==> src/rtl/pctd_pkg.sv <==
`timescale 1ns / 1ps
`default_nettype none

package pctd_pkg;

  localparam int unsigned CharWidth = 8;
  localparam int unsigned NibWidth  = 4;

  localparam logic [CharWidth-1:0] CharPercent = 8'h25;
  localparam logic [CharWidth-1:0] CharDash    = 8'h2D;
  localparam logic [CharWidth-1:0] CharDot     = 8'h2E;
  localparam logic [CharWidth-1:0] CharUnder   = 8'h5F;
  localparam logic [CharWidth-1:0] CharTilde   = 8'h7E;
  localparam logic [CharWidth-1:0] Char0       = 8'h30;
  localparam logic [CharWidth-1:0] Char9       = 8'h39;
  localparam logic [CharWidth-1:0] CharUpA     = 8'h41;
  localparam logic [CharWidth-1:0] CharUpF     = 8'h46;
  localparam logic [CharWidth-1:0] CharUpZ     = 8'h5A;
  localparam logic [CharWidth-1:0] CharLoA     = 8'h61;
  localparam logic [CharWidth-1:0] CharLoZ     = 8'h7A;
  localparam logic [CharWidth-1:0] HexAlphaBase = 8'd10;

  typedef struct packed {
    logic [CharWidth-1:0] char_in;
    logic                 is_last;
  } item_t;

  typedef struct packed {
    logic [CharWidth-1:0] byte_out;
    logic                 byte_valid;
    logic                 string_end;
    logic                 decode_error;
  } result_t;

  function automatic logic is_unreserved(input logic [CharWidth-1:0] c);
    logic r;
    r = ((c >= Char0) && (c <= Char9)) ||
        ((c >= CharUpA) && (c <= CharUpZ)) ||
        ((c >= CharLoA) && (c <= CharLoZ)) ||
        (c == CharDash) || (c == CharDot) || (c == CharUnder) || (c == CharTilde);
    return r;
  endfunction

  // upper-case hex digit only; hit low means not a digit
  function automatic logic is_hex(input logic [CharWidth-1:0] c);
    logic r;
    r = ((c >= Char0) && (c <= Char9)) || ((c >= CharUpA) && (c <= CharUpF));
    return r;
  endfunction

  function automatic logic [NibWidth-1:0] hex_nibble(input logic [CharWidth-1:0] c);
    logic [CharWidth-1:0] v;
    if ((c >= Char0) && (c <= Char9)) begin
      v = c - Char0;
    end else begin
      v = c - CharUpA + HexAlphaBase;
    end
    return v[NibWidth-1:0];
  endfunction

endpackage

`default_nettype wire

==> src/rtl/pctd_in_if.sv <==
`timescale 1ns / 1ps
`default_nettype none

interface pctd_in_if;
  logic       valid;
  logic       ready;
  logic [7:0] char_in;
  logic       is_last;

  modport source (output valid, output char_in, output is_last, input ready);
  modport sink   (input valid, input char_in, input is_last, output ready);
endinterface

`default_nettype wire

==> src/rtl/pctd_out_if.sv <==
`timescale 1ns / 1ps
`default_nettype none

interface pctd_out_if;
  logic       valid;
  logic       ready;
  logic [7:0] byte_out;
  logic       byte_valid;
  logic       string_end;
  logic       decode_error;

  modport source (output valid, output byte_out, output byte_valid, output string_end,
                  output decode_error, input ready);
  modport sink   (input valid, input byte_out, input byte_valid, input string_end,
                  input decode_error, output ready);
endinterface

`default_nettype wire

==> src/rtl/pctd_in_stage.sv <==
`timescale 1ns / 1ps
`default_nettype none

module pctd_in_stage (
  input  wire logic           clk_i,
  input  wire logic           rst_ni,
  input  wire logic           valid_i,
  output logic                ready_o,
  input  wire pctd_pkg::item_t item_i,
  output logic                valid_o,
  input  wire logic           ready_i,
  output pctd_pkg::item_t     item_o
);

  logic            valid_q, valid_d;
  pctd_pkg::item_t item_q, item_d;

  assign ready_o = !valid_q || ready_i;

  always_comb begin
    valid_d = valid_q;
    item_d  = item_q;
    if (ready_o) begin
      valid_d = valid_i;
      item_d  = item_i;
    end
  end

  always_ff @(posedge clk_i or negedge rst_ni) begin
    if (!rst_ni) begin
      valid_q <= 1'b0;
    end else begin
      valid_q <= valid_d;
    end
  end

  always_ff @(posedge clk_i) begin
    item_q <= item_d;
  end

  assign valid_o = valid_q;
  assign item_o  = item_q;

endmodule

`default_nettype wire

==> src/rtl/pctd_core.sv <==
`timescale 1ns / 1ps
`default_nettype none

module pctd_core (
  input  wire logic            clk_i,
  input  wire logic            rst_ni,
  input  wire logic            valid_i,
  output logic                 ready_o,
  input  wire pctd_pkg::item_t item_i,
  output logic                 valid_o,
  input  wire logic            ready_i,
  output pctd_pkg::result_t    result_o
);

  localparam logic [1:0] PhasePlain  = 2'd0;
  localparam logic [1:0] PhaseFirst  = 2'd1;
  localparam logic [1:0] PhaseSecond = 2'd2;

  logic [1:0]                  phase_q, phase_d;
  logic [pctd_pkg::NibWidth-1:0] nib_q, nib_d;
  logic                        failed_q, failed_d;
  logic                        out_valid_q, out_valid_d;
  pctd_pkg::result_t           res_q, res_d;
  logic                        adv;

  logic [1:0]                  ph_n;
  logic [pctd_pkg::NibWidth-1:0] nib_n;
  logic                        fail_n;
  logic [pctd_pkg::CharWidth-1:0] byte_n;
  logic                        bvalid_n;

  assign ready_o = !out_valid_q || ready_i;
  assign adv     = valid_i && ready_o;

  // escape decode for the item at the input register
  always_comb begin
    ph_n     = phase_q;
    nib_n    = nib_q;
    fail_n   = failed_q;
    byte_n   = '0;
    bvalid_n = 1'b0;
    if (!failed_q) begin
      case (phase_q)
        PhaseFirst: begin
          if (pctd_pkg::is_hex(item_i.char_in)) begin
            nib_n = pctd_pkg::hex_nibble(item_i.char_in);
            ph_n  = PhaseSecond;
          end else begin
            fail_n = 1'b1;
          end
        end
        PhaseSecond: begin
          if (pctd_pkg::is_hex(item_i.char_in)) begin
            byte_n   = {nib_q, pctd_pkg::hex_nibble(item_i.char_in)};
            bvalid_n = 1'b1;
            ph_n     = PhasePlain;
          end else begin
            fail_n = 1'b1;
          end
        end
        default: begin
          ph_n = PhasePlain;
          if (pctd_pkg::is_unreserved(item_i.char_in)) begin
            byte_n   = item_i.char_in;
            bvalid_n = 1'b1;
          end else if (item_i.char_in == pctd_pkg::CharPercent) begin
            ph_n = PhaseFirst;
          end else begin
            fail_n = 1'b1;
          end
        end
      endcase
      // escape cut off by end of string
      if (item_i.is_last && !fail_n && (ph_n != PhasePlain)) begin
        fail_n = 1'b1;
      end
    end
  end

  always_comb begin
    phase_d     = phase_q;
    nib_d       = nib_q;
    failed_d    = failed_q;
    out_valid_d = out_valid_q;
    res_d       = res_q;
    if (ready_o) begin
      out_valid_d = valid_i;
    end
    if (adv) begin
      res_d.byte_out     = byte_n;
      res_d.byte_valid   = bvalid_n;
      res_d.string_end   = item_i.is_last;
      res_d.decode_error = fail_n;
      if (item_i.is_last) begin
        phase_d  = PhasePlain;
        nib_d    = '0;
        failed_d = 1'b0;
      end else begin
        phase_d  = ph_n;
        nib_d    = nib_n;
        failed_d = fail_n;
      end
    end
  end

  always_ff @(posedge clk_i or negedge rst_ni) begin
    if (!rst_ni) begin
      phase_q     <= PhasePlain;
      nib_q       <= '0;
      failed_q    <= 1'b0;
      out_valid_q <= 1'b0;
    end else begin
      phase_q     <= phase_d;
      nib_q       <= nib_d;
      failed_q    <= failed_d;
      out_valid_q <= out_valid_d;
    end
  end

  always_ff @(posedge clk_i) begin
    res_q <= res_d;
  end

  assign valid_o  = out_valid_q;
  assign result_o = res_q;

endmodule

`default_nettype wire

==> src/rtl/percent_decoder.sv <==
// a character passes through the input register and then the result register before its
// result is shown at the output
// throughput: one character per cycle, set by the input register and result register
// handing over in the same cycle while the output side takes transfers
// reset: rst_ni asynchronous active low, clears both valid flags and the escape
// state; the block starts in plain-character phase with no error pending
`timescale 1ns / 1ps
`default_nettype none

module percent_decoder (
  input  wire logic clk_i,
  input  wire logic rst_ni,
  pctd_in_if.sink   in_i,
  pctd_out_if.source out_o
);

  pctd_pkg::item_t   in_item;
  pctd_pkg::item_t   s1_item;
  pctd_pkg::result_t res;
  logic              s1_valid;
  logic              s1_ready;

  assign in_item.char_in = in_i.char_in;
  assign in_item.is_last = in_i.is_last;

  pctd_in_stage u_in_stage (
    .clk_i   (clk_i),
    .rst_ni  (rst_ni),
    .valid_i (in_i.valid),
    .ready_o (in_i.ready),
    .item_i  (in_item),
    .valid_o (s1_valid),
    .ready_i (s1_ready),
    .item_o  (s1_item)
  );

  pctd_core u_core (
    .clk_i    (clk_i),
    .rst_ni   (rst_ni),
    .valid_i  (s1_valid),
    .ready_o  (s1_ready),
    .item_i   (s1_item),
    .valid_o  (out_o.valid),
    .ready_i  (out_o.ready),
    .result_o (res)
  );

  assign out_o.byte_out     = res.byte_out;
  assign out_o.byte_valid   = res.byte_valid;
  assign out_o.string_end   = res.string_end;
  assign out_o.decode_error = res.decode_error;

endmodule

`default_nettype wire

==> src/flat_wrapper.sv <==
// flat-port wrapper written by rule: the top's interface ports become plain ports
module percent_decoder_flat 
  (clk_i, rst_ni, in_i_valid, in_i_char_in, in_i_is_last, in_i_ready, out_o_valid, out_o_byte_out, out_o_byte_valid, out_o_string_end, out_o_decode_error, out_o_ready);
  pctd_in_if in_i_i ();
  pctd_out_if out_o_i ();
  input  wire logic clk_i;
  input  wire logic rst_ni;
  input wire logic [$bits(in_i_i.valid)-1:0] in_i_valid;
  input wire logic [$bits(in_i_i.char_in)-1:0] in_i_char_in;
  input wire logic [$bits(in_i_i.is_last)-1:0] in_i_is_last;
  output wire logic [$bits(in_i_i.ready)-1:0] in_i_ready;
  output wire logic [$bits(out_o_i.valid)-1:0] out_o_valid;
  output wire logic [$bits(out_o_i.byte_out)-1:0] out_o_byte_out;
  output wire logic [$bits(out_o_i.byte_valid)-1:0] out_o_byte_valid;
  output wire logic [$bits(out_o_i.string_end)-1:0] out_o_string_end;
  output wire logic [$bits(out_o_i.decode_error)-1:0] out_o_decode_error;
  input wire logic [$bits(out_o_i.ready)-1:0] out_o_ready;
  assign in_i_i.valid = in_i_valid;
  assign in_i_i.char_in = in_i_char_in;
  assign in_i_i.is_last = in_i_is_last;
  assign in_i_ready = in_i_i.ready;
  assign out_o_valid = out_o_i.valid;
  assign out_o_byte_out = out_o_i.byte_out;
  assign out_o_byte_valid = out_o_i.byte_valid;
  assign out_o_string_end = out_o_i.string_end;
  assign out_o_decode_error = out_o_i.decode_error;
  assign out_o_i.ready = out_o_ready;
  percent_decoder u_core (.clk_i(clk_i), .rst_ni(rst_ni), .in_i(in_i_i), .out_o(out_o_i));
endmodule
==> config.mk <==
export PLATFORM = sky130hd
export DESIGN_NAME = percent_decoder_flat
export DESIGN_NICKNAME = d
export VERILOG_FILES = /design/src/rtl/pctd_pkg.sv /design/src/rtl/pctd_in_if.sv /design/src/rtl/pctd_out_if.sv /design/src/rtl/pctd_in_stage.sv /design/src/rtl/pctd_core.sv /design/src/rtl/percent_decoder.sv /design/src/flat_wrapper.sv
export SDC_FILE = /design/constraint.sdc
export NUM_CORES = 1
export LEC_CHECK = 0
export ABC_AREA = 1
export BUFFER_PORTS_ARGS = -buffer_cell sky130_fd_sc_hd__buf_2
export CORE_MARGIN = 3
export CORE_UTILIZATION = 40
export CTS_CLUSTER_SIZE = 8
export DETAILED_ROUTE_END_ITERATION = 10
export SKIP_LAST_GASP = 1
export SYNTH_ARGS = -nofsm -noshare
export SYNTH_HDL_FRONTEND = slang
export SYNTH_SLANG_ARGS = --single-unit
export TNS_END_PERCENT = 5
==> constraint.sdc <==
create_clock -name clk_i -period 4.59 [get_ports clk_i]
set_input_delay 0.6885 -clock clk_i [delete_from_list [all_inputs] [get_ports clk_i]]
set_output_delay 0.6885 -clock clk_i [all_outputs]
set_load 0.005 [all_outputs]
# Word level (Yosys, flattened, before mapping)
# Cells that the tools add are included.
# op_classes
addsub	3
magnitude_cmp	7
n_eq_ne	8
n_mux	27
reduce_logical	25
# ops
cell	count
equality test 8 x 6 -> 1 bit (second input constant)	3
less-or-equal comparator 8 x 7 -> 1 bit (second input constant)	3
2-to-1 mux 4 bit	5
equality test 8 x 7 -> 1 bit (second input constant)	2
greater-or-equal comparator 8 x 7 -> 1 bit (second input constant)	2
2-to-1 mux 8 bit	2
one-hot mux 8 bit (2 select lines)	1
2-to-1 mux 1 bit	12
2-to-1 mux 2 bit	5
logical OR 1 bit	9
greater-or-equal comparator 8 x 6 -> 1 bit (second input constant)	1
less-or-equal comparator 8 x 6 -> 1 bit (second input constant)	1
subtractor 4 x 1 -> 4 bit (second input constant)	2
logical AND 1 bit	7
nonzero test 2 bit	3
adder 4 bit (second input constant)	1
one-hot mux 2 bit (2 select lines)	1
AND reduction 4 bit	1
logical NOT 1 bit	3
equality test 2 x 1 -> 1 bit (second input constant)	1
equality test 2 bit (second input constant)	1
!= test 2 x 1 -> 1 bit (second input constant)	1
one-hot mux 1 bit (2 select lines)	1
AND reduction 2 bit	1
OR reduction 2 bit	1
# totals
register_bits	29
input_bits	13
out_inout_bits	13
wordCells	81

# Longest topological paths before layout
# depth
word_depth	17
depth_mapped	14

# By module
# Synthesis repeated with hierarchy kept, for this count alone.
# unflattened
hier_cells	213
area_unflattened_um2	1730.4
# by_module_without_submodules
mod	instances	cells_each	area_each_um2	seq_area_each_um2
pctd_core	1	199	1415.1	530.5
pctd_in_stage	1	14	315.3	295.3

# Worst setup path before layout
# OpenSTA, ideal clock, no wires.
# synth_timing
path_kind	register to register
from	reg u_core.u_in_stage.item_q (netlist bit u_core.u_in_stage.item_o[2])
to	reg u_core.u_core.res_q (netlist bit u_core.u_core.result_o[3]) (data pin)
setup_ps	146
arrival_time_ps	1611
t_required_ps	4444
path_slack_ps	2833
stages_incl_launch_ff	10
path_buffers	0
synth_period_minus_slack_ps	1757
path_cell_list	edfxtp_1 > inv_1 > ha_1 > inv_1 > nand3_1 > nand4_2 > nand2_4 > nand2_4 > or2_0 > a21oi_1
# synth_between
elab_chain_len	10
elab_cells_between_ends	26
cone_classes	order compare (7); eq/ne (4); mux (4); reduce/logical (11)
# synth_lines
element	line	source
from (decl)	pctd_in_stage.sv:16	pctd_pkg::item_t item_q, item_d;
from (signal assigned)	pctd_in_stage.sv:38	item_q <= item_d;
greater-or-equal comparator 8 x 6 -> 1 bit (tied with other cells)	pctd_pkg.sv:37, pctd_pkg.sv:47, pctd_pkg.sv:53	
logical AND 1 bit (on tied branches)	-	
logical OR 1 bit	pctd_pkg.sv:37	r = ((c >= Char0) && (c <= Char9)) ||
logical OR 1 bit	pctd_pkg.sv:38	((c >= CharUpA) && (c <= CharUpZ)) ||
logical OR 1 bit	pctd_pkg.sv:39	((c >= CharLoA) && (c <= CharLoZ)) ||
logical OR 1 bit (3 in series)	pctd_pkg.sv:40	(c == CharDash) || (c == CharDot) || (c == CharUnder) || (c == CharTilde);
2-to-1 mux 8 bit	pctd_core.sv:63	if (pctd_pkg::is_unreserved(item_i.char_in)) begin
one-hot mux 8 bit (2 select lines) *	pctd_core.sv:43	case (phase_q)
to (signal assigned)	pctd_core.sv:121	res_q <= res_d;
to (decl)	pctd_core.sv:23	pctd_pkg::result_t res_q, res_d;
# Every way passes the cells marked *; elsewhere a longest branch is shown, timed or not.
# A chain may end at the register's enable or synchronous reset.

# Worst setup path in the final report
# layout_timing
from	in out_o_ready
to	out in_i_ready
# layout_between
elab_chain_len	2
# layout_lines
element	line	source
from (decl)	flat_wrapper.sv:17	input wire logic [$bits(out_o_i.ready)-1:0] out_o_ready;
logical OR 1 bit	pctd_core.sv:32	assign ready_o = !out_valid_q || ready_i;
logical OR 1 bit	pctd_in_stage.sv:18	assign ready_o = !valid_q || ready_i;
to (decl)	flat_wrapper.sv:11	output wire logic [$bits(in_i_i.ready)-1:0] in_i_ready;
# No other way between the ends.

==> impl_results.md <==
* Setup ws final at 2449 ps
* Clk root buf: clkbuf_8
* Layout area overhead at 14.18%
* Max clock buf depth at 2
* RR Startpoint: u_core.u_in_stage.item_o[2]
* Post-synthesis cell count at 204
* Maximum VDD drop at 0.1867 mV
* Top-area cell type share of the netlist area at 34.91%
* Post-Synth XOR/XNOR Area at 1.018%
* IO Port Bufs at 25
* Met2 Usage GRT at 24.08%
* CTS H-Tree Depth at 2
* Fmax at 467.0 MHz
* Hold Vio Cnt, Final at 0
* Worst-skew pair later-pin latency at 290 ps
* GRT Max-Usage Layer: met2
* Met3 Resource Use GR at 6.311%
* Starting density of the core at 42.10%
* Crit. End Element: primary output
* Number of global-route vias before repair at ~1300
* Main flop type after synthesis: edfxtp_1
* Max_cap viols at 0
* Commonest cells post-synth: nand2_1, inv_1, nand3_1
* Most area-hungry cell type in the Yosys netlist: edfxtp_1
* WHS at 240.6 ps
* Multi-input gate area at between 700 and 800 um2
* Row Count at 23
* DIE HEIGHT at 71.58 um
* Synth Register Bits at 29
* Clock skew after layout at about 9.4 ps
* Reg2Reg Setup Slack at 2510 ps
* Met1 Use GR at between 10% and 20%
* Share of synthesized registers carrying an async set or reset at between 30% and 40%
* FF/Latch Area at between 800 and 900 um2
* CP Class: in2out
* Setup TNS at 0 ps
* CP startpoint kind: input pin
* Setup bufs post-CTS at 0
* Total Power at 0.0006636 W
* Vias per cell at 4.993
* Antenna Cells at 0
* R2R cell count at 9
* GP Congestion at between 0.8 and 0.9
* Initial antenna violation count at 0
* Largest family of logic cells by synthesized area: simple AND/OR/NAND/NOR gates
* Die area at 5124 um2
* Mapped Avg Cell Area at 8.433 um2
* RSZ-0062 raised after global routing: no
* DR DRC count at 0
* Reg2reg end: u_core.u_core.result_o[3]
* Pwr/cell area at 337.8 nW/um2
* DRT iter0 DRCs at 79
* Hold buffer count at cts at 0
* Data required time of the worst path at 3900 ps
* Worst slew margin at 68.20%
* Multiplexer share of the synthesized area at 0%
* Largest net degree at the start of global routing at 14
* Simple-gate share of the synthesized area at 29.96%
* DR WL/cell at approximately 12 um
* Via count at 1413
* Pre-CTS setup slack at 2429 ps
* Grt total ovfl at 0
* Placed wire-length estimate at approximately 2.7 mm
* DIE WIDTH at 71.58 um
* Crit Path Max Fanout at 11
* Leakage at 0.9432 nW
* Routed WL at 3.501 mm
* Top post-synthesis cells by area: edfxtp_1, dfrtp_1, nand2_1
* First-pass GRT wire length at 5.961 mm
* Count leader, synth: nand2_1
* Clk slew on worst S/H paths at 70 ps
* Status: complete, no violations
* Setup violations, final at 0
* GRT Total Usage at 15.49%
* Fill cells at between 400 and 500
* Post-synthesis adder-cell area fraction at 4.364%
* Post-route ant nets at 0
* Post-synth cell types at 25
* Minimum clock period at 2141 ps
* Nets at 251
* Number of top-level pins at 26
* Clock Sinks at 29
* Drt pass-1 iters at 4
* CTS tree: done
* Core Region at 4086 um2
* Syn_nets at 223
* Synth Area in Compound Gates at 7.418%
* Post-CTS Resized at 0
* Post-route clock period utilization at 46.65%
* Mapped cell area at 1720 um2
* Worst-Margin Slew at 475.7 ps
* Worst Hold Class: in2async
* Register area share after synthesis at 48.00%
* TritonCTS Buffers at 5
* Syn. warnings at 0
* CP Data Arrival Time at 1450 ps
* Layout cells sized above 1 at 18.45%
* Max Slew Vio Count at 0
* EDFF count, synth at 20
power breakdown:
group | internal [W] | total, W | leakage (nW) | switching, W
Combinational | 0.0000430 | 0.000115 | 0.573 | 0.0000722
Sequential | 0.000313 | 0.000338 | 0.321 | 0.0000250
Clock | 0.000118 | 0.000211 | 0.0486 | 0.0000924
Total | 0.000474 | 0.000664 | 0.943 | 0.000190
registers in the layout, summed over array words and instances (netlist names):
| register | flops |
|---|---|
| u_core.u_core.failed_q | 1 |
| u_core.u_core.nib_q | 4 |
| u_core.u_in_stage.item_o | 9 |
| u_core.u_core.valid_o | 1 |
| u_core.u_core.phase_q | 2 |
| u_core.u_core.result_o | 11 |
| u_core.u_in_stage.valid_o | 1 |
metal layers:
layer	share of wire (%)	vias to the layer above
met2	47	40
met1	47	639
met4	1.3	0
li1	-	730
met5	0	-
met3	5.2	4
placed cells by master (no fill, tap or decap), types with 4 or more instances in the layout:
| cell type | Yosys | final |
|---|---|---|
| a21oi_1 | 11 | 11 |
| buf_2 | 2 | 25 |
| clkbuf_8 | 1 | 6 |
| dfrtp_1 | 9 | 9 |
| edfxtp_1 | 20 | 20 |
| ha_1 | 6 | 6 |
| inv_1 | 32 | 32 |
| nand2_1 | 44 | 44 |
| nand2_4 | 4 | 4 |
| nand3_1 | 30 | 30 |
| nor2_1 | 16 | 16 |
| o22ai_1 | 6 | 6 |
stage by stage:
stage	cells	area [um2]	utilization [%]
after floorplan	204	1720	-
after CTS	283	1964	48.07
after global placement	275	1873	45.84
after detailed placement	275	1873	45.84
after global routing	283	1964	48.07
final	283	1964	48.07
cells by family (layout without fill, tap and decap cells):
family / count (synthesis) / after routing
buffers and inverters: 37 / 66
AND/OR/NAND/NOR: 108 / 108
XOR/XNOR: 2 / 2
adder cells (fa/ha/maj): 6 / 6
flip-flops: 29 / 29
AO/OA/AOI/OAI: 22 / 22
area by class of cell:
type	count	area share [%]
clock buffers	6	4.204
clock inverters	2	0.4459
inverters	33	6.306
multi-input cells	138	37.45
flip-flops and latches	29	42.04
well taps	50	3.185
repair buffers	25	6.369
critical path: stages:
cell     delay (ps)
buf_2           100
inv_1            50
nand3_1         340
buf_2           270
how the worst max path moves through the flow:
stage	depth (start not counted)	endpoint	from
floorplan	9	u_core.u_core.result_o[3]	u_core.u_in_stage.item_o[2]
global placement	4	in_i_ready	out_o_ready
detailed placement	4	in_i_ready	out_o_ready
CTS	4	in_i_ready	out_o_ready
global route	9	u_core.u_core.result_o[3]	u_core.u_in_stage.item_o[2]
finish	4	in_i_ready	out_o_ready
No activity file was read; power rests on OpenSTA's default activity.
